==> src/rtl/led_matrix_chain_refresh_assert.svh <==
// Assertion macros used by the chain refresh sequencer.
`ifndef LED_MATRIX_CHAIN_REFRESH_ASSERT_SVH
`define LED_MATRIX_CHAIN_REFRESH_ASSERT_SVH

// Same-cycle implication, checked outside reset.
`define LMCR_ASSERT_NOW(label, clk, rstn, cond, expr, msg) \
    label: assert property (@(posedge clk) disable iff (!(rstn)) (cond) |-> (expr)) \
        else $error(msg);

// Next-cycle implication, checked outside reset.
`define LMCR_ASSERT_NEXT(label, clk, rstn, cond, expr, msg) \
    label: assert property (@(posedge clk) disable iff (!(rstn)) (cond) |=> (expr)) \
        else $error(msg);

`endif

==> src/rtl/lmcr_pkg.sv <==
// Types, codes and constant tables of the LED matrix chain refresh block.
package lmcr_pkg;

    typedef enum logic [1:0] {
        OP_INIT    = 2'd0,
        OP_GLYPH   = 2'd1,
        OP_DIGIT   = 2'd2,
        OP_REFRESH = 2'd3
    } op_t;

    typedef enum logic [2:0] {
        ST_IDLE,
        ST_LOAD,
        ST_INIT,
        ST_RD,
        ST_EMIT
    } seq_state_t;

    localparam logic CFG_INTENSITY  = 1'b0;
    localparam logic CFG_SCAN_LIMIT = 1'b1;

    localparam logic [3:0] ADDR_DECODE   = 4'h9;
    localparam logic [3:0] ADDR_INTENS   = 4'hA;
    localparam logic [3:0] ADDR_SCAN     = 4'hB;
    localparam logic [3:0] ADDR_SHUTDOWN = 4'hC;
    localparam logic [3:0] ADDR_TEST     = 4'hF;

    localparam logic [2:0] INIT_LAST_FRAME = 3'd4;
    localparam logic [3:0] DIGIT_MAX       = 4'd9;
    localparam logic [3:0] INTENS_RESET    = 4'd1;
    localparam logic [2:0] SCAN_RESET      = 3'd7;

    // Frame store access, one request per cycle.
    typedef struct packed {
        logic       wr_en;
        logic       rd_en;
        logic       clear;
        logic [2:0] row;
        logic [2:0] module_sel;
        logic [7:0] wr_data;
    } store_req_t;

    // One chain word headed for the output register.
    typedef struct packed {
        logic       valid;
        logic [3:0] reg_addr;
        logic [7:0] reg_data;
        logic       frame_end;
        logic       last;
    } out_word_t;

    // Digit glyphs, row 0 first; codes above nine read as blank.
    localparam logic [7:0] DIGIT_GLYPHS [16][8] = '{
        '{8'h3C, 8'h42, 8'h42, 8'h42, 8'h42, 8'h42, 8'h66, 8'h38},
        '{8'h38, 8'h08, 8'h08, 8'h08, 8'h08, 8'h08, 8'h08, 8'h18},
        '{8'h7C, 8'h42, 8'h02, 8'h04, 8'h08, 8'h30, 8'h42, 8'h7E},
        '{8'h7C, 8'h46, 8'h04, 8'h18, 8'h06, 8'h02, 8'h42, 8'h3C},
        '{8'h0C, 8'h14, 8'h14, 8'h24, 8'h44, 8'h3C, 8'h04, 8'h0C},
        '{8'h3E, 8'h40, 8'h58, 8'h64, 8'h02, 8'h02, 8'h42, 8'h3C},
        '{8'h3E, 8'h40, 8'h40, 8'h7C, 8'h42, 8'h42, 8'h42, 8'h3C},
        '{8'h7E, 8'h04, 8'h04, 8'h08, 8'h10, 8'h10, 8'h10, 8'h10},
        '{8'h7C, 8'h42, 8'h62, 8'h3C, 8'h44, 8'h42, 8'h42, 8'h3C},
        '{8'h7C, 8'h42, 8'h42, 8'h46, 8'h3A, 8'h02, 8'h44, 8'h38},
        '{8'h00, 8'h00, 8'h00, 8'h00, 8'h00, 8'h00, 8'h00, 8'h00},
        '{8'h00, 8'h00, 8'h00, 8'h00, 8'h00, 8'h00, 8'h00, 8'h00},
        '{8'h00, 8'h00, 8'h00, 8'h00, 8'h00, 8'h00, 8'h00, 8'h00},
        '{8'h00, 8'h00, 8'h00, 8'h00, 8'h00, 8'h00, 8'h00, 8'h00},
        '{8'h00, 8'h00, 8'h00, 8'h00, 8'h00, 8'h00, 8'h00, 8'h00},
        '{8'h00, 8'h00, 8'h00, 8'h00, 8'h00, 8'h00, 8'h00, 8'h00}
    };

    function automatic logic [7:0] digit_row(input logic [3:0] dig, input logic [2:0] row);
        return DIGIT_GLYPHS[dig][row];
    endfunction

    function automatic logic [11:0] init_word(input logic [2:0] frame,
                                             input logic [3:0] intens,
                                             input logic [2:0] scan);
        logic [11:0] w;
        unique case (frame)
            3'd0:    w = {8'h00, ADDR_DECODE};
            3'd1:    w = {4'h0, intens, ADDR_INTENS};
            3'd2:    w = {5'h00, scan, ADDR_SCAN};
            3'd3:    w = {8'h01, ADDR_SHUTDOWN};
            3'd4:    w = {8'h00, ADDR_TEST};
            default: w = 12'h000;
        endcase
        return w;
    endfunction

endpackage

==> src/rtl/led_matrix_chain_refresh.sv <==
// Top level of the LED matrix chain refresh block: ports, config and output register.
//
// Usage: commands arrive as words on the s_ stream (opcode, module index, digit,
// 64-bit glyph). Opcode 0 (init) clears the frame store and sends five broadcast
// frames of MODULES chain words each. Opcodes 1 and 2 load a glyph or a built-in
// digit into one module and give no words; a module index of MODULES or more, or
// a digit above nine, is dropped. Opcode 3 sends the current row as one frame of
// MODULES words and advances the row pointer, wrapping after row 7.
// Each m_ word carries a register address and data; tuser marks the last word of
// a frame (chip select release) and tlast the last word caused by a command.
// Per command, after accept: init sends its five frames, a load writes the eight
// rows into the store, a refresh reads and emits one word per module (store read and
// emit alternate over the single read port), an ignored load does nothing. s_tready
// is high only while the sequencer idles. A refresh word waits for its store read.
// A stalled receiver holds the output register; the sequencer waits on it.
// Reset clears the store, row pointer and output valid, and sets intensity to 1
// and scan limit to 7. Write cfg_ registers only while no command is in flight.
module led_matrix_chain_refresh #(
    parameter int MODULES = 4
) (
    input  logic        aclk,
    input  logic        aresetn,
    input  logic        s_tvalid,
    output logic        s_tready,
    input  logic [79:0] s_tdata,   // opcode[1:0], module_index[4:2], digit[8:5],
                                   // glyph_rows[72:9], zero fill above
    output logic        m_tvalid,
    input  logic        m_tready,
    output logic [15:0] m_tdata,   // reg_addr[3:0], reg_data[11:4], zero fill above
    output logic        m_tuser,   // frame_end
    output logic        m_tlast,   // last
    input  logic        cfg_wr_en,
    input  logic        cfg_wr_index,
    input  logic [3:0]  cfg_wr_data
);
    import lmcr_pkg::*;

    logic [3:0]  intensity_reg;
    logic [2:0]  scan_limit_reg;
    logic        m_valid_reg;
    logic [3:0]  addr_reg;
    logic [7:0]  data_reg;
    logic        fend_reg;
    logic        last_reg;
    logic        out_free;
    out_word_t   word;
    store_req_t  sreq;
    logic [7:0]  rd_data;

    // Configuration writes land directly; no read-back.
    always_ff @(posedge aclk) begin
        if (!aresetn) begin
            intensity_reg  <= INTENS_RESET;
            scan_limit_reg <= SCAN_RESET;
        end else if (cfg_wr_en) begin
            unique case (cfg_wr_index)
                CFG_INTENSITY:  intensity_reg  <= cfg_wr_data;
                CFG_SCAN_LIMIT: scan_limit_reg <= cfg_wr_data[2:0];
                default: ;
            endcase
        end
    end

    // Output register: free when empty or being taken this cycle.
    assign out_free = !m_valid_reg || m_tready;

    always_ff @(posedge aclk) begin
        if (!aresetn) begin
            m_valid_reg <= 1'b0;
        end else if (word.valid) begin
            m_valid_reg <= 1'b1;
        end else if (m_tready) begin
            m_valid_reg <= 1'b0;
        end
    end

    // Payload needs no reset; load it with each new word.
    always_ff @(posedge aclk) begin
        if (word.valid) begin
            addr_reg <= word.reg_addr;
            data_reg <= word.reg_data;
            fend_reg <= word.frame_end;
            last_reg <= word.last;
        end
    end

    assign m_tvalid = m_valid_reg;
    assign m_tdata  = {4'h0, data_reg, addr_reg};
    assign m_tuser  = fend_reg;
    assign m_tlast  = last_reg;

    lmcr_seq #(
        .MODULES (MODULES)
    ) u_seq (
        .aclk            (aclk),
        .aresetn         (aresetn),
        .s_tvalid        (s_tvalid),
        .s_tready        (s_tready),
        .in_opcode       (s_tdata[1:0]),
        .in_module_index (s_tdata[4:2]),
        .in_digit        (s_tdata[8:5]),
        .in_glyph_rows   (s_tdata[72:9]),
        .intensity       (intensity_reg),
        .scan_limit      (scan_limit_reg),
        .out_free        (out_free),
        .word            (word),
        .sreq            (sreq),
        .rd_data         (rd_data)
    );

    lmcr_store #(
        .MODULES (MODULES)
    ) u_store (
        .aclk    (aclk),
        .aresetn (aresetn),
        .req     (sreq),
        .rd_data (rd_data)
    );

endmodule

==> src/rtl/lmcr_store.sv <==
// Frame store: row bytes per module, one write or one registered read a cycle.
module lmcr_store #(
    parameter int MODULES = 4
) (
    input  logic                aclk,
    input  logic                aresetn,
    input  lmcr_pkg::store_req_t req,
    output logic [7:0]          rd_data
);
    import lmcr_pkg::*;

    localparam int MW    = (MODULES > 1) ? $clog2(MODULES) : 1;
    localparam int AW    = 3 + MW;
    localparam int DEPTH = 8 << MW;

    logic [7:0]       mem [DEPTH];
    logic [DEPTH-1:0] vld_reg;
    logic [7:0]       rd_data_reg;
    logic             rd_vld_reg;
    logic [AW-1:0]    idx;

    assign idx = {req.row, req.module_sel[MW-1:0]};

    always_ff @(posedge aclk) begin
        if (req.wr_en) begin
            mem[idx] <= req.wr_data;
        end
        if (req.rd_en) begin
            rd_data_reg <= mem[idx];
        end
    end

    // Entries not written since reset or init read as zero.
    always_ff @(posedge aclk) begin
        if (!aresetn) begin
            vld_reg    <= '0;
            rd_vld_reg <= 1'b0;
        end else begin
            if (req.clear) begin
                vld_reg <= '0;
            end else if (req.wr_en) begin
                vld_reg[idx] <= 1'b1;
            end
            if (req.rd_en) begin
                rd_vld_reg <= vld_reg[idx];
            end
        end
    end

    assign rd_data = rd_vld_reg ? rd_data_reg : 8'h00;

endmodule

==> src/rtl/lmcr_seq.sv <==
// Command sequencer: init frames, glyph loads and row refresh over shared counters.
`include "led_matrix_chain_refresh_assert.svh"
module lmcr_seq #(
    parameter int MODULES = 4
) (
    input  logic                 aclk,
    input  logic                 aresetn,
    input  logic                 s_tvalid,
    output logic                 s_tready,
    input  logic [1:0]           in_opcode,
    input  logic [2:0]           in_module_index,
    input  logic [3:0]           in_digit,
    input  logic [63:0]          in_glyph_rows,
    input  logic [3:0]           intensity,
    input  logic [2:0]           scan_limit,
    input  logic                 out_free,
    output lmcr_pkg::out_word_t  word,
    output lmcr_pkg::store_req_t sreq,
    input  logic [7:0]           rd_data
);
    import lmcr_pkg::*;

    localparam int MW = (MODULES > 1) ? $clog2(MODULES) : 1;
    localparam logic [MW-1:0] M_LAST = MW'(MODULES - 1);

    seq_state_t    state_reg, state_next;
    logic [2:0]    mod_reg, mod_next;
    logic [3:0]    digit_reg, digit_next;
    logic [63:0]   glyph_reg, glyph_next;
    logic          use_digit_reg, use_digit_next;
    logic [2:0]    cnt_reg, cnt_next;
    logic [MW-1:0] m_reg, m_next;
    logic [2:0]    row_ptr_reg, row_ptr_next;
    logic          mod_ok;
    logic          m_end;
    logic [11:0]   iw;

    assign mod_ok = ({1'b0, in_module_index} < 4'(MODULES));
    assign m_end  = (m_reg == M_LAST);
    assign iw     = init_word(cnt_reg, intensity, scan_limit);

    always_ff @(posedge aclk) begin
        if (!aresetn) begin
            state_reg   <= ST_IDLE;
            cnt_reg     <= '0;
            m_reg       <= '0;
            row_ptr_reg <= '0;
        end else begin
            state_reg   <= state_next;
            cnt_reg     <= cnt_next;
            m_reg       <= m_next;
            row_ptr_reg <= row_ptr_next;
        end
    end

    always_ff @(posedge aclk) begin
        mod_reg       <= mod_next;
        digit_reg     <= digit_next;
        glyph_reg     <= glyph_next;
        use_digit_reg <= use_digit_next;
    end

    always_comb begin
        state_next     = state_reg;
        mod_next       = mod_reg;
        digit_next     = digit_reg;
        glyph_next     = glyph_reg;
        use_digit_next = use_digit_reg;
        cnt_next       = cnt_reg;
        m_next         = m_reg;
        row_ptr_next   = row_ptr_reg;
        s_tready       = (state_reg == ST_IDLE);
        sreq           = '0;
        word           = '0;

        unique case (state_reg)
            ST_IDLE: begin
                if (s_tvalid) begin
                    mod_next       = in_module_index;
                    digit_next     = in_digit;
                    glyph_next     = in_glyph_rows;
                    use_digit_next = (in_opcode == OP_DIGIT);
                    cnt_next       = '0;
                    m_next         = '0;
                    unique case (in_opcode)
                        OP_INIT: begin
                            sreq.clear = 1'b1;
                            state_next = ST_INIT;
                        end
                        OP_GLYPH: begin
                            if (mod_ok) state_next = ST_LOAD;
                        end
                        OP_DIGIT: begin
                            if (mod_ok && in_digit <= DIGIT_MAX) state_next = ST_LOAD;
                        end
                        OP_REFRESH: begin
                            state_next = ST_RD;
                        end
                        default: state_next = ST_IDLE;
                    endcase
                end
            end
            ST_LOAD: begin
                // Write one row a cycle.
                sreq.wr_en      = 1'b1;
                sreq.row        = cnt_reg;
                sreq.module_sel = mod_reg;
                sreq.wr_data    = use_digit_reg ? digit_row(digit_reg, cnt_reg)
                                                : glyph_reg[{cnt_reg, 3'b000} +: 8];
                cnt_next        = cnt_reg + 3'd1;
                if (cnt_reg == 3'd7) state_next = ST_IDLE;
            end
            ST_INIT: begin
                if (out_free) begin
                    word.valid     = 1'b1;
                    word.reg_addr  = iw[3:0];
                    word.reg_data  = iw[11:4];
                    word.frame_end = m_end;
                    word.last      = m_end && (cnt_reg == INIT_LAST_FRAME);
                    if (m_end) begin
                        m_next   = '0;
                        cnt_next = cnt_reg + 3'd1;
                        if (cnt_reg == INIT_LAST_FRAME) state_next = ST_IDLE;
                    end else begin
                        m_next = m_reg + MW'(1);
                    end
                end
            end
            ST_RD: begin
                sreq.rd_en      = 1'b1;
                sreq.row        = row_ptr_reg;
                sreq.module_sel = 3'(m_reg);
                state_next      = ST_EMIT;
            end
            ST_EMIT: begin
                if (out_free) begin
                    word.valid     = 1'b1;
                    word.reg_addr  = {1'b0, row_ptr_reg} + 4'd1;
                    word.reg_data  = rd_data;
                    word.frame_end = m_end;
                    word.last      = m_end;
                    if (m_end) begin
                        row_ptr_next = row_ptr_reg + 3'd1;
                        state_next   = ST_IDLE;
                    end else begin
                        m_next     = m_reg + MW'(1);
                        state_next = ST_RD;
                    end
                end
            end
            default: state_next = ST_IDLE;
        endcase
    end

    `LMCR_ASSERT_NOW(a_word_needs_room, aclk, aresetn, word.valid, out_free, "word issued into a full output register")
    `LMCR_ASSERT_NOW(a_last_ends_frame, aclk, aresetn, word.valid && word.last, word.frame_end, "last word does not end a frame")
    `LMCR_ASSERT_NEXT(a_refresh_reads, aclk, aresetn, s_tvalid && s_tready && in_opcode == OP_REFRESH, state_reg == ST_RD, "refresh did not start a store read")
    `LMCR_ASSERT_NOW(a_store_one_access, aclk, aresetn, sreq.wr_en, !sreq.rd_en && !sreq.clear, "store write collides with read or clear")

endmodule

==> config.mk <==
export PLATFORM = sky130hd
export DESIGN_NAME = led_matrix_chain_refresh
export DESIGN_NICKNAME = d
export VERILOG_FILES = /design/src/rtl/lmcr_pkg.sv /design/src/rtl/led_matrix_chain_refresh.sv /design/src/rtl/lmcr_store.sv /design/src/rtl/lmcr_seq.sv
export VERILOG_INCLUDE_DIRS = /design/src /design/src/rtl
export SDC_FILE = /design/constraint.sdc
export NUM_CORES = 1
export LEC_CHECK = 0
export BUFFER_PORTS_ARGS = -buffer_cell sky130_fd_sc_hd__buf_2
export CORE_UTILIZATION = 52
export DETAILED_ROUTE_END_ITERATION = 8
export MAX_ROUTING_LAYER = met4
export PLACE_DENSITY_LB_ADDON = 0.15
export SKIP_CTS_REPAIR_TIMING = 1
export SLEW_MARGIN = 20
export SYNTH_ARGS = -nofsm -noshare
export SYNTH_HDL_FRONTEND = slang
export SYNTH_SLANG_ARGS = --single-unit
==> constraint.sdc <==
create_clock -name aclk -period 6.4 [get_ports aclk]
set_input_delay 0.96 -clock aclk [delete_from_list [all_inputs] [get_ports aclk]]
set_output_delay 0.96 -clock aclk [all_outputs]
set_load 0.05 [all_outputs]
**Word-level counts from Yosys, hierarchy flattened**

Memories as Yosys holds them, arrays and structs flattened. A register that Yosys moved wholly into a read port is not among the register bits.
Cells that the tools add are included.

- Add/subtract/negate cells: 4
- Muxes and demuxes: 47
- Bitwise operators: 5
- Reductions and logical operators: 19
- Equality and inequality tests: 22
- Shift-type cells: 1
- Order comparisons: 6

Operators with widths:

| kind | number |
|---|---|
| 64-bit 2-to-1 mux | 2 |
| 64-bit by 7-bit variable part select with 8-bit output | 1 |
| 8-bit 2-to-1 mux | 5 |
| 8-bit one-hot mux with 5 select lines | 1 |
| 3-bit 2-to-1 mux | 11 |
| 32-bit OR | 1 |
| 15-bit 2-to-1 mux | 2 |
| 15-bit one-hot mux with 2 select lines | 1 |
| 8-bit binary-select mux with 3-bit select | 1 |
| 3-bit one-hot mux with 5 select lines | 1 |
| 3-bit by 2-bit == test with 1-bit output (second input constant) | 4 |
| 2-bit 2-to-1 mux | 6 |
| 3-bit one-hot mux with 4 select lines | 1 |
| 6-bit one-hot mux with 2 select lines | 1 |
| 1-bit 2-to-1 mux | 11 |
| 3-bit == test (second input constant) | 3 |
| 3-bit one-hot mux with 3 select lines | 1 |
| 2-bit != test (second input constant) | 4 |
| 8-bit AND reduction | 1 |
| 3-bit by 1-bit adder with 3-bit output (second input constant) | 2 |
| 2-bit == test (second input constant) | 3 |
| 3-bit by 1-bit == test with 1-bit output (second input constant) | 2 |
| 3-bit logical NOT | 2 |
| 5-bit by 6-bit less-than comparator with 1-bit output (second input constant) | 1 |
| other kinds (28) | 36 |

- Output and inout bits: 20
- Bits in read-only memories: 1024
- Input port bits: 90
- Memories kept: 2
- Register bits: 138
- RAM bits: 256
- Logic and storage cells: 123

Memories:

| memory | depth | bits a word | rd ports | clocked after memory_dff | wr ports | line | source |
|---|---|---|---|---|---|---|---|
| (name not given) | 16 | 64 | 1 | 0 | 0 | lmcr_pkg.sv:73 | `return DIGIT_GLYPHS[dig][row];` |
| u_store.mem | 32 | 8 | 1 | 1 | 1 | lmcr_store.sv:16 | `logic [7:0] mem [DEPTH];` |

**Longest topological paths before layout**

Gate-level depths: netlist of run 1.

- Depth in word-level cells: 9
- Depth in mapped cells: 9
- Gate-level depth less buffers: 8

**Modules after synthesis**

A second synthesis of run 1 with hierarchy kept.

- Cells, all modules: 1005
- Area, all modules: 16799.9 sq um

By module, submodules not included:

| module | cells an instance | area an instance (sq um) | times used |
|---|---|---|---|
| lmcr_store | 546 | 11293.3 | 1 |
| lmcr_seq | 405 | 4728.3 | 1 |
| led_matrix_chain_refresh | 54 | 778.2 | 1 |

**Worst setup path after synthesis of run 1**

No wires, ideal clock.

- Path type: reg2reg
- Start point: register u_seq.state_reg[1]
- End point: register u_store.vld_reg[4]
- Arrival time: 4.317 ns
- Stages on the path, launching flop included: 8
- Setup slack: 1.968 ns
- Path through: dfxtp_1 > buf_6 > buf_6 > nor3_1 > and2_1 > a21oi_1 > clkbuf_1 > o21a_1

- Elaborated cells on any way between the ends: 13
- Those cells by class: 2 x order compare; 2 x eq/ne; 5 x mux; 1 x bitwise; 3 x reduce/logical

RTL lines:

| item | line | source |
|---|---|---|
| from (decl) | lmcr_seq.sv:26 | `seq_state_t state_reg, state_next;` |
| from (signal assigned) | lmcr_seq.sv:49 | `state_reg <= state_next;` |
| 3-bit logical NOT | n/a |  |
| named net s_tready | led_matrix_chain_refresh.sv:24 | `output logic s_tready,` |
| 1-bit 2-to-1 mux | lmcr_seq.sv:76 | `unique case (state_reg)` |
| 2-bit OR reduction (no source line) | n/a |  |
| to (signal assigned) | lmcr_store.sv:36 | `vld_reg <= '0;` |
| to (signal assigned) | lmcr_store.sv:40 | `vld_reg <= '0;` |
| to (signal, indexed assignment) | lmcr_store.sv:42 | `vld_reg[idx] <= 1'b1;` |
| to (decl) | lmcr_store.sv:17 | `logic [DEPTH-1:0] vld_reg;` |

The timed path passes the listed nets, and every way through them passes these cells.
A chain may end at the register's enable or synchronous reset.

**Worst setup path in the final report of run 1**

- Start point: register u_seq.state_reg[2]
- End point: memory u_store.mem[6][3] (enable)

- Word-level cells in the longest chain between the ends: 4
- Elaborated cells on any way between the ends: 6
- Those cells by class: 2 x eq/ne; 4 x mux

RTL lines:

| item | line | source |
|---|---|---|
| 3-bit by 1-bit == test with 1-bit output | lmcr_seq.sv:76 |  |
| 1-bit 2-to-1 mux | lmcr_seq.sv:76 |  |
| 1-bit 2-to-1 mux | lmcr_store.sv:25 | `if (req.wr_en) begin` |
| 1-bit 2-to-1 mux (not written as such) | lmcr_store.sv:26 | `mem[idx] <= req.wr_data;` |
| to (decl) | lmcr_store.sv:16 |  |

Parallel ways exist; a longest one is shown, timed or not.

==> key figures, run 1 <==
Synthesis
  • Cell variety after synth: 65
  • Main synth FF type: edfxtp_1
  • Synth Warn #: 0
  • Post-Syn Area: 16630 um2
  • Yosys top cell by area: edfxtp_1
  • FFs w/ async S/R, synth: 0
  • Synth top area share: 0.6301
  • EDFF count, synth: 349
  • Synth top area cells: edfxtp_1 63%, mux4_2 12%, dfxtp_1 6.3%, nor2_1 1.7%, a22oi_1 1.6%
  • Sequential share of the synthesized area: 0.6926
  • Yosys reg bits: 401
  • Mean Syn Cell Area: 16.67 um2
  • Syn Inst Count: 998

Clock network
  • CTS Buffer Depth: 3
  • Clock root cell: clkbuf_16
  • CTS sink count: 401
  • H-tree Lvls: 2
  • Num CTS Buffers: 41
  • CTS clk-pin slew, worst paths: 0.06 ns
  • TritonCTS clock tree: yes
  • Clk_lat worst skew: 0.53 ns

Setup path
  • Buf/Inv on CP: 0
  • Reg2Reg Launch Point: u_seq.state_reg[2]$_SDFFE_PN0P_
  • Req. time, crit path: 6.56 ns
  • Max stage delay on crit path: 0.89 ns
  • Critical-path top delay cell: nor2_1
  • Worst Reg-to-Reg Cells: 4
  • Critical Path Start: u_seq.state_reg[2]$_SDFFE_PN0P_
  • Crit-path cells: and2b_2 > nand2_4 > nand3_1 > nor2_1
  • Critical path class: reg2reg
  • Delay-heaviest family, CP: simple AND/OR/NAND/NOR gates
  • CP endpoint kind: flip-flop
  • Worst-path fanout max: 49
  • Critical path data arrival time: 3.83 ns
  • Crit path launch type: flip-flop
  • Crit. path cell count: 4

Final layout
  • Layout cell share with drive strength beyond 1: 0.2568
  • Max reg flops: 256
  • ANT cells: 0
  • Final #Nets: 1216
  • Area Growth Syn to Fin: 13.37%
  • Post-route insts no fill: 1543

Power and ir drop
  • Sw Pwr: 2.102 mW
  • Clock Power Share: 0.318
  • Power Total: 7.266 mW
  • Pleak: 6.399 nW
  • Worst ir drop on vdd: 0.2179 mV
  • Comb power frac: 0.226
  • PD cells: 385.3 nW/um2
  • Internal: 5.164 mW
  • Sequential share of power: 0.455
  • Switching Share: 0.2893

STA
  • Fin. max-slew vios: 0
  • Final Critical Period: 3.669 ns
  • Setup TNS: 0 ns
  • Final Hold Viols: 0
  • Period utilization: 0.5733
  • RSZ-0062 raised after global routing: false
  • Fin Clk Skew: 0.01181 ns
  • Max Fclk: 272.5 MHz
  • Worst Max-Slew Pin Slew: 1.022 ns
  • Slew headroom: 0.3127
  • Setup ws final: 2.731 ns
  • Setup-failing EPs final: 0

Placement
  • Routability cong.: 0.9216
  • Placed cells: 1467
  • Post-DP HPWL: 23010 um
  • Port Buffers: 98
  • Placement Setup Slack: 2.583 ns

Global route
  • Grt met3 use: 0.03245
  • Grt peak-use layer: met2
  • Met2 Track Usage GR: 0.3547
  • Vias in the first global route: 9149
  • Global Route Usage Sum: 0.2347
  • Total congestion overflow: 0
  • First-pass GRT wire length: 55570 um
  • Initial antenna violation count: 0
  • Largest net degree at the start of global routing: 73
  • Global routing usage on met1: 0.3360

Worst hold path
  • Hold Crit Class: reg2reg
  • HP Start: intensity_reg[2]$_SDFFE_PN0P_
  • Hold path depth: 2

Run
  • Maxcap violations: 0

Drt
  • Vias per cell: 6.085
  • Drt drc: 0
  • Via Count: 9389
  • Antenna-violating nets left: 0
  • Initial drt markers: 1090
  • Wire per inst: 23.66 um
  • Post-Route WL: 36510 um
  • DRT Pass-1 Iters: 7

Status
  • Status: completed

Floorplanning
  • Core ar.: 31470 um2
  • Die Wd: 180.9 um
  • # rows: 65
  • Full die area: 32710 um2
  • I/O pin count: 110
  • Initial core utilization: 0.5285
  • Die height: 180.9 um
final cells by class:
| class | instances | area (um2) |
|---|---|---|
| Multi-Input combinational cell | 538 | 4867 |
| Sequential cell | 401 | 11520 |
| Timing Repair Buffer | 113 | 603.1 |
| Fill cell | 2341 | 12620 |
| Tap cell | 402 | 503.0 |
| Clock buffer | 58 | 1172 |
| Inverter | 13 | 48.80 |
| Clock inverter | 18 | 140.1 |
worst register-to-register path, delay by kind of cell, from the launching register on:
kind | cells | cell delay [ns]
flops | 1 | 0.61
simple gates | 4 | 2.69
cells by family after synthesis:
family,after synthesis,share of synthesized area
AOI/OAI and AO/OA,177,0.07409
xor gates and xnor gates,4,0.002107
adders and majority gates,18,0.01354
buffers and inverters,62,0.02038
DFF,401,0.6926
muxes,109,0.1307
other,1,0.0002254
and+or+nand+nor,226,0.06635
routing by layer:
metal | vias up | share of wire
met5 | - | 0
met4 | 0 | 0.022
met3 | 55 | 0.062
met2 | 358 | 0.47
met1 | 4763 | 0.45
li1 | 4213 | -
metrics by stage:
stage | hold WS, ns | utilization | cell area, um2
after CTS | 0.4594 | 0.5991 | 18860
after detailed placement | 0.4515 | 0.5574 | 17540
final | 0.4567 | 0.5991 | 18860
after floorplan | 0.4344 | - | 16640
after global placement | 0.4415 | 0.5574 | 17540
after global routing | 0.4763 | 0.5991 | 18860
cells in the final DEF (no fill, tap or decap), drive strengths merged, types with 7 or more instances in the layout:
| cell | count |
|---|---|
| inv | 13 |
| o21ai | 20 |
| clkinv | 15 |
| nor2b | 7 |
| nand4 | 10 |
| nor3 | 16 |
| a21oi | 30 |
| a22oi | 35 |
| a31oi | 9 |
| buf | 113 |
| nand3 | 28 |
| o21a | 34 |
| nor2 | 75 |
| nand2 | 52 |
| dfxtp | 52 |
| mux2i | 18 |
| and3 | 7 |
| clkbuf | 58 |
| edfxtp | 349 |
| ha | 18 |
| mux4 | 85 |
| nand2b | 15 |
power by group through the flow:
stage,clock network [mW],registers [mW],logic [mW]
after global routing,2.45,3.33,1.77
after CTS,2.34,3.31,1.66
after global placement,0,3.36,1.63
after detailed placement,0,3.36,1.65
after floorplan,0,3.40,1.14
final,2.31,3.31,1.64
cells in the mapped netlist, drive strengths merged (6+ instances only):
cell type  instances
nor2              75
a22oi             35
nand2b            15
nand2             52
a211oi             6
nor2b              7
mux2i             18
buf               36
a21oi             30
dfxtp             52
nor3              16
inv               12
nand3             28
clkbuf            13
ha                18
mux2               6
a31oi              9
and3               7
o21ai             20
nand4             10
o21a              34
edfxtp           349
mux4              85
worst paths after layout:
kind	slack, ns	endpoint
worst max-delay path	2.73	u_store.mem[6][3]$_DFFE_PP_
worst min-delay path	0.46	intensity_reg[2]$_SDFFE_PN0P_
worst max register to register	2.73	u_store.mem[6][3]$_DFFE_PP_
worst min register to register	0.46	intensity_reg[2]$_SDFFE_PN0P_
(Power assumes the default switching activity.)
==> inputs of run 2 (changes only) <==
--- a/config.mk
+++ b/config.mk
@@ -6,6 +6,7 @@
 export SDC_FILE = /design/constraint.sdc
 export NUM_CORES = 1
 export LEC_CHECK = 0
+export ABC_AREA = 1
 export BUFFER_PORTS_ARGS = -buffer_cell sky130_fd_sc_hd__buf_2
 export CORE_UTILIZATION = 52
 export DETAILED_ROUTE_END_ITERATION = 8
==> constraint.sdc (replaced) <==
create_clock -name aclk -period 3.3 [get_ports aclk]
set_input_delay 0.495 -clock aclk [delete_from_list [all_inputs] [get_ports aclk]]
set_output_delay 0.495 -clock aclk [all_outputs]
set_load 0.05 [all_outputs]
==> run 2 against run 1 <==
Net effect: highest routed layer unchanged; worst setup slack worse by 2.3 ns; die area grew 1.0%; fmax is 30% higher; design area rose by 2.9%.
==> key figures, run 2 <==
Worst hold path
  • Hold path depth: 1 (-1)
  • Hold Crit Class: in2reg
  • HP Start: s_tdata[2]
  • Hold endpoint: u_seq.mod_reg[0]$_DFFE_PP_

STA
  • RSZ-0062 raised after global routing: false
  • Setup TNS: 0 ns (unchanged)
  • Worst Max-Slew Pin Slew: 0.6263 ns (-0.3962 ns)
  • Setup-failing EPs final: 0 (unchanged)
  • Setup ws final: 0.4670 ns (-2.264 ns)
  • Final Hold Viols: 0 (unchanged)
  • Max Fclk: 353.0 MHz (+30%)
  • Final Critical Period: 2.833 ns (-0.8360 ns)
  • Fin. max-slew vios: 0 (unchanged)
  • Fin Clk Skew: 0.01636 ns (+0.004551 ns)
  • Slew headroom: 0.5815 (+0.2688)
  • Period utilization: 0.8585 (+0.2852)

Clock network
  • Clk_lat worst skew: 0.53 ns (about the same)
  • H-tree Lvls: 2 (unchanged)
  • CTS clk-pin slew, worst paths: 0.06 ns (about the same)
  • Num CTS Buffers: 41 (unchanged)
  • TritonCTS clock tree: yes
  • CTS Buffer Depth: 3 (unchanged)
  • CTS sink count: 401 (unchanged)
  • Clock root cell: clkbuf_16

Drt
  • Initial drt markers: 927 (-15%)
  • Post-Route WL: 39640 um (+8.6%)
  • DRT Pass-1 Iters: 5 (-2)
  • Wire length on met1: 17640 um (+8.5%)
  • Wire length on met2: 18610 um (+8.4%)
  • Vias per cell: 5.441 (-11%)
  • Highest routed layer: met4
  • Via Count: 11562 (+23%)
  • Wire per inst: 18.65 um (-21%)
  • Drt drc: 0 (unchanged)
  • Met3 WL: 2560 um (+12%)
  • Antenna-violating nets left: 0 (unchanged)

Floorplanning
  • I/O pin count: 110 (unchanged)
  • Full die area: 33030 um2 (+1.0%)
  • # rows: 65 (unchanged)
  • Die height: 181.8 um (+0.50%)
  • Die Wd: 181.8 um (+0.50%)
  • Core ar.: 31640 um2 (+0.52%)
  • Initial core utilization: 0.5311 (+0.002582)

Power and ir drop
  • Worst ir drop on vdd: 0.4469 mV (+110%)
  • Comb power frac: 0.238 (+0.012)
  • Pleak: 7.408 nW (+16%)
  • Sw Pwr: 4.459 mW (+110%)
  • Clock Power Share: 0.321 (+0.003)
  • Internal: 9.849 mW (+91%)
  • PD cells: 737.6 nW/um2 (+91%)
  • Power Total: 14.31 mW (+97%)
  • Sequential share of power: 0.440 (-0.015)
  • Switching Share: 0.3116 (+0.02234)

Status
  • Status: completed

Placement
  • Placed cells: 2050 (+40%)
  • Area after DPL: 18050 um2 (+2.9%)
  • Port Buffers: 98 (unchanged)
  • Routability cong.: 0.9408 (+2.1%)
  • Post-DP HPWL: 25160 um (+9.3%)
  • Placement Setup Slack: 0.4356 ns (-2.147 ns)

Synthesis
  • Top cells by count, synth: 520 x nand2_1, 349 x edfxtp_1, 174 x nor2_1
  • Synth top area share: 0.6238 (-0.006287)
  • Post-Syn Area: 16800 um2 (+1.0%)
  • Mean Syn Cell Area: 10.80 um2 (-35%)
  • Yosys top cell by area: edfxtp_1
  • Sequential share of the synthesized area: 0.6857 (-0.006912)
  • Yosys reg bits: 401 (unchanged)
  • Synth top area cells: edfxtp_1 62%, nand2_1 12%, dfxtp_1 6.2%, nor2_1 3.9%, nand4_1 2.5%
  • FFs w/ async S/R, synth: 0 (unchanged)
  • Most frequent cell after synthesis: nand2_1
  • EDFF count, synth: 349 (unchanged)
  • Syn Inst Count: 1555 (+56%)
  • Synth Warn #: 0 (unchanged)
  • Cell variety after synth: 46 (-29%)
  • Main synth FF type: edfxtp_1

Setup path
  • CP dominant cell by count: nand2_1
  • Critical path data arrival time: 3.01 ns (-0.82 ns)
  • Delay-heaviest family, CP: simple AND/OR/NAND/NOR gates
  • Critical path class: reg2reg
  • Crit path launch type: flip-flop
  • Worst Reg-to-Reg Cells: 9 (+5)
  • Reg-to-reg critical path endpoint: u_store.mem[4][5]$_DFFE_PP_
  • Reg2Reg Launch Point: u_seq.state_reg[1]$_SDFFE_PN0P_
  • CP endpoint kind: flip-flop
  • Crit-path cells: nor2_4 > nand3_1 > nand2_1 > nor2_4 > buf_12 > nand2_1 > inv_1 > nand2_1 > inv_1
  • Buf/Inv on CP: 3 (+3)
  • Req. time, crit path: 3.47 ns (-3.09 ns)
  • Worst-path fanout max: 65 (+33%)
  • Max stage delay on crit path: 0.53 ns (-0.36 ns)
  • Critical-path top delay cell: dfxtp_1
  • Reg2reg setup slack: 0.47 ns (-2.26 ns)

Global route
  • Initial antenna violation count: 1 (+1)
  • Total congestion overflow: 0 (unchanged)
  • Vias in the first global route: 11136 (+22%)
  • Largest net degree at the start of global routing: 73 (unchanged)
  • Global Route Usage Sum: 0.2540 (+0.01926)
  • First-pass GRT wire length: 62000 um (+12%)

Final layout
  • Post-route cell area: 19400 um2 (+2.9%)
  • ANT cells: 0 (unchanged)
  • Highest-count cells in the layout ignoring fill and taps: 520 x nand2_1, 349 x edfxtp_1, 169 x nor2_1, 98 x buf_2, 67 x nand4_1
  • Max reg flops: 256 (unchanged)
  • Post-route insts no fill: 2125 (+38%)
  • Area Growth Syn to Fin: 15.45%
  • Final #Nets: 1799 (+48%)
  • Most common cell after layout, fill and taps aside: nand2_1
  • Layout cell share with drive strength beyond 1: 0.1538 (-0.1030)

Run
  • Maxcap violations: 0 (unchanged)
run 2: cell types whose count changed after synthesis, sizes merged, moves of 18 or more:
| cell | change |
|---|---|
| nand4 | +57 |
| nand2 | +473 |
| inv | +61 |
| mux4 | -85 |
| o21a | -32 |
| mux2i | -18 |
| nand3 | +31 |
| nor2 | +108 |
| a22oi | -34 |
| o21ai | +48 |
run 2: power by group through the flow:
| stage | clock network (mW) | logic [mW] | registers [mW] |
|---|---|---|---|
| after floorplan | 0 | 2.09 | 6.53 |
| after global placement | 0 | 3.36 | 6.40 |
| after detailed placement | 0 | 3.41 | 6.41 |
| after CTS | 4.65 | 3.43 | 6.30 |
| after global routing | 4.88 | 3.75 | 6.33 |
| final | 4.60 | 3.41 | 6.30 |
run 2: through the flow:
stage	utilization	hold WS, ns
after floorplan	-	0.4294
after global placement	0.5706	0.4516
after detailed placement	0.5706	0.4583
after CTS	0.6131	0.1271
after global routing	0.6131	0.1247
final	0.6131	0.1476
run 2: kinds of logic (layout without fill, tap and decap cells):
kind of cell / after synthesis / count (layout) / share of synthesized area
xor+xnor: 1 / 1 / 0.0005214
compound gates: 149 / 149 / 0.05362
other cells: 1 / 4 / 0.0002232
buf+inv: 140 / 305 / 0.03575
simple gates: 845 / 845 / 0.2108
fa+ha+maj: 18 / 18 / 0.01341
flops: 401 / 401 / 0.6857
run 2: how the worst max path moves through the flow:
stage | from | end | depth (start not counted)
2_1_floorplan | u_seq.state_reg[0]$_SDFFE_PN0P_ | u_store.vld_reg[10]$_SDFFE_PP0P_ | 10
3_3_place_gp | u_seq.state_reg[1]$_SDFFE_PN0P_ | u_store.mem[13][1]$_DFFE_PP_ | 7
3_5_place_dp | u_seq.state_reg[1]$_SDFFE_PN0P_ | u_store.mem[13][5]$_DFFE_PP_ | 7
4_1_cts | u_seq.state_reg[1]$_SDFFE_PN0P_ | u_store.mem[13][1]$_DFFE_PP_ | 7
5_1_grt | u_seq.state_reg[1]$_SDFFE_PN0P_ | u_store.mem[13][3]$_DFFE_PP_ | 7
6_report | u_seq.state_reg[1]$_SDFFE_PN0P_ | u_store.mem[4][5]$_DFFE_PP_ | 9
run 2: area by class of cell:
type | instances | area (um2)
fill | 2557 | 12240
sequential | 401 | 11520
multi-input combinational | 1017 | 4743
clock buffer | 53 | 1134
timing repair buffer | 157 | 1008
tap | 402 | 503.0
inverter | 73 | 276.5
clock inverter | 22 | 211.5
run 2: per-layer routing:
metal / track usage / vias to the layer above
li1: - / 5621
met3: 0.03149 / 48
met1: 0.3492 / 5482
met2: 0.4011 / 411
met5: - / -
met4: 0.06983 / 0
==> inputs of run 3 (changes only) <==
--- a/config.mk
+++ b/config.mk
@@ -12,6 +12,7 @@
 export DETAILED_ROUTE_END_ITERATION = 8
 export MAX_ROUTING_LAYER = met4
 export PLACE_DENSITY_LB_ADDON = 0.15
+export RECOVER_POWER = 25
 export SKIP_CTS_REPAIR_TIMING = 1
 export SLEW_MARGIN = 20
 export SYNTH_ARGS = -nofsm -noshare
==> run 3 against run 2 <==
Net effect: wire length barely moved; hold slack got worse by 0.0015 ns; count of clock-buffer cells in the layout did not move; critical path depth did not move; critical path type unchanged.
==> key figures, run 3 (synthesis results as in run 2) <==
STA
  • Hold Slack: 0.1461 ns (-0.001523 ns)
  • Setup ws final: 0.3984 ns (-0.06856 ns)
  • RSZ-0062 raised after global routing: false
  • Period utilization: 0.8793 (+0.02078)
  • Final Hold Viols: 0 (unchanged)
  • Fin. max-slew vios: 0 (unchanged)
  • Slew headroom: 0.2562 (-0.3253)
  • Setup TNS: 0 ns (unchanged)
  • Max Fclk: 344.6 MHz (-2.4%)
  • Fin Clk Skew: 0.01709 ns (+0.0007343 ns)
  • Setup-failing EPs final: 0 (unchanged)
  • Worst Max-Slew Pin Slew: 1.116 ns (+0.4894 ns)
  • Final Critical Period: 2.902 ns (+0.06856 ns)

Floorplanning
  • Full die area: 33030 um2 (unchanged)
  • Initial core utilization: 0.5311 (unchanged)
  • Die Wd: 181.8 um (unchanged)
  • Die height: 181.8 um (unchanged)
  • Core ar.: 31640 um2 (unchanged)
  • I/O pin count: 110 (unchanged)
  • # rows: 65 (unchanged)

Placement
  • Placement Setup Slack: 0.4356 ns (unchanged)
  • Routability cong.: 0.9408 (unchanged)
  • Post-DP HPWL: 25160 um (unchanged)
  • Placed cells: 2050 (unchanged)
  • Port Buffers: 98 (unchanged)

Clock network
  • Clock root cell: clkbuf_16
  • CTS sink count: 401 (unchanged)
  • CTS clk-pin slew, worst paths: 0.06 ns (about the same)
  • H-tree Lvls: 2 (unchanged)
  • Num CTS Buffers: 41 (unchanged)
  • Clk_lat worst skew: 0.53 ns (about the same)
  • CTS Buffer Depth: 3 (unchanged)
  • TritonCTS clock tree: yes

Drt
  • Initial drt markers: 904 (-2.5%)
  • DRT Pass-1 Iters: 5 (unchanged)
  • Vias per cell: 5.451 (+0.19%)
  • Post-Route WL: 39630 um (about the same)
  • Wire per inst: 18.65 um (about the same)
  • Via Count: 11584 (+0.19%)
  • Wire length on met2: 18730 um (+0.64%)
  • Drt drc: 0 (unchanged)
  • Highest routed layer: met4
  • Antenna-violating nets left: 0 (unchanged)
  • Met3 WL: 2360 um (-7.8%)
  • Wire length on met1: 17680 um (+0.23%)

Global route
  • Vias in the first global route: 11136 (unchanged)
  • First-pass GRT wire length: 62000 um (unchanged)
  • Largest net degree at the start of global routing: 73 (unchanged)
  • Total congestion overflow: 0 (unchanged)
  • Initial antenna violation count: 1 (unchanged)
  • Global Route Usage Sum: 0.2540 (unchanged)

Power and ir drop
  • Sequential share of power: 0.441 (about the same)
  • PD cells: 738.0 nW/um2 (about the same)
  • Switching Share: 0.3115 (about the same)
  • Sw Pwr: 4.447 mW (-0.27%)
  • Comb power frac: 0.237 (about the same)
  • Worst ir drop on vdd: 0.4477 mV (+0.19%)
  • Internal: 9.828 mW (-0.22%)
  • Power Total: 14.27 mW (-0.23%)
  • Clock Power Share: 0.322 (about the same)
  • Pleak: 7.345 nW (-0.85%)

Setup path
  • Max stage delay on crit path: 0.49 ns (-0.04 ns)
  • Critical-path top delay cell: nor2_2
  • CP endpoint kind: flip-flop
  • Crit path launch type: flip-flop
  • Critical path data arrival time: 3.14 ns (+0.13 ns)
  • Req. time, crit path: 3.53 ns (+0.06 ns)
  • Worst-path fanout max: 12 (-82%)
  • Crit-path cells: nand3_1 > inv_1 > nand2_2 > o21ai_4 > nand2_4 > nor2_2 > inv_2 > nor2_1 > buf_4
  • Critical path class: reg2reg

Final layout
  • Max reg flops: 256 (unchanged)
  • Area Growth Syn to Fin: 15.13%
  • Highest-count cells in the layout ignoring fill and taps: 520 x nand2_1, 349 x edfxtp_1, 171 x nor2_1, 76 x buf_2, 67 x nand4_1
  • ANT cells: 0 (unchanged)
  • Final #Nets: 1799 (unchanged)
  • Most common cell after layout, fill and taps aside: nand2_1
  • Post-route insts no fill: 2125 (unchanged)
  • Layout cell share with drive strength beyond 1: 0.1387 (-0.01509)

Run
  • Maxcap violations: 0 (unchanged)

Status
  • Status: completed

Worst hold path
  • Hold Crit Class: in2reg
-- run 3: cell type report --
type / instances / area (um2)
Timing Repair Buffer: 157 / 975.9
Clock buffer: 53 / 1134
Inverter: 73 / 276.5
Fill cell: 2578 / 12290
Multi-Input combinational cell: 1017 / 4721
Sequential cell: 401 / 11520
Tap cell: 402 / 503.0
Clock inverter: 22 / 211.5
-- run 3: power by group through the flow --
stage / sequential, mW / clock, mW / combinational [mW]
final: 6.30 / 4.60 / 3.38
after global routing: 6.32 / 4.88 / 3.72
after detailed placement: 6.41 / 0 / 3.41
after CTS: 6.30 / 4.65 / 3.43
after floorplan: 6.53 / 0 / 2.09
after global placement: 6.40 / 0 / 3.36
-- run 3: worst max-delay path, delay by kind of cell (launching register included) --
family	cells	cell delay [ns]
buf+inv	3	0.76
simple gates	5	1.17
flops	1	0.48
compound gates	1	0.17
-- run 3: worst paths after layout --
| kind | from | endpoint | slack, ns | depth (start not counted) |
|---|---|---|---|---|
| worst max-delay path | u_seq.state_reg[1]$_SDFFE_PN0P_ | u_store.mem[26][3]$_DFFE_PP_ | 0.40 | 9 |
| worst max register to register | u_seq.state_reg[1]$_SDFFE_PN0P_ | u_store.mem[26][3]$_DFFE_PP_ | 0.40 | 9 |
| worst min-delay path | s_tdata[2] | u_seq.mod_reg[0]$_DFFE_PP_ | 0.15 | 1 |
| worst min register to register | u_store.vld_reg[9]$_SDFFE_PP0P_ | u_store.vld_reg[9]$_SDFFE_PP0P_ | 0.47 | 2 |
-- run 3: per-stage QoR --
step                  util  cell area, um2
floorplan                -           16820
global placement    0.5706           18050
detailed placement  0.5706           18050
CTS                 0.6131           19400
global route        0.6114           19340
finish              0.6114           19340
-- run 3: routing by layer --
layer  vias up  GRT usage
li1       5623          -
met1      5494     0.3492
met2       415     0.4011
met3        52    0.03149
met4         0    0.06983
met5         -          -
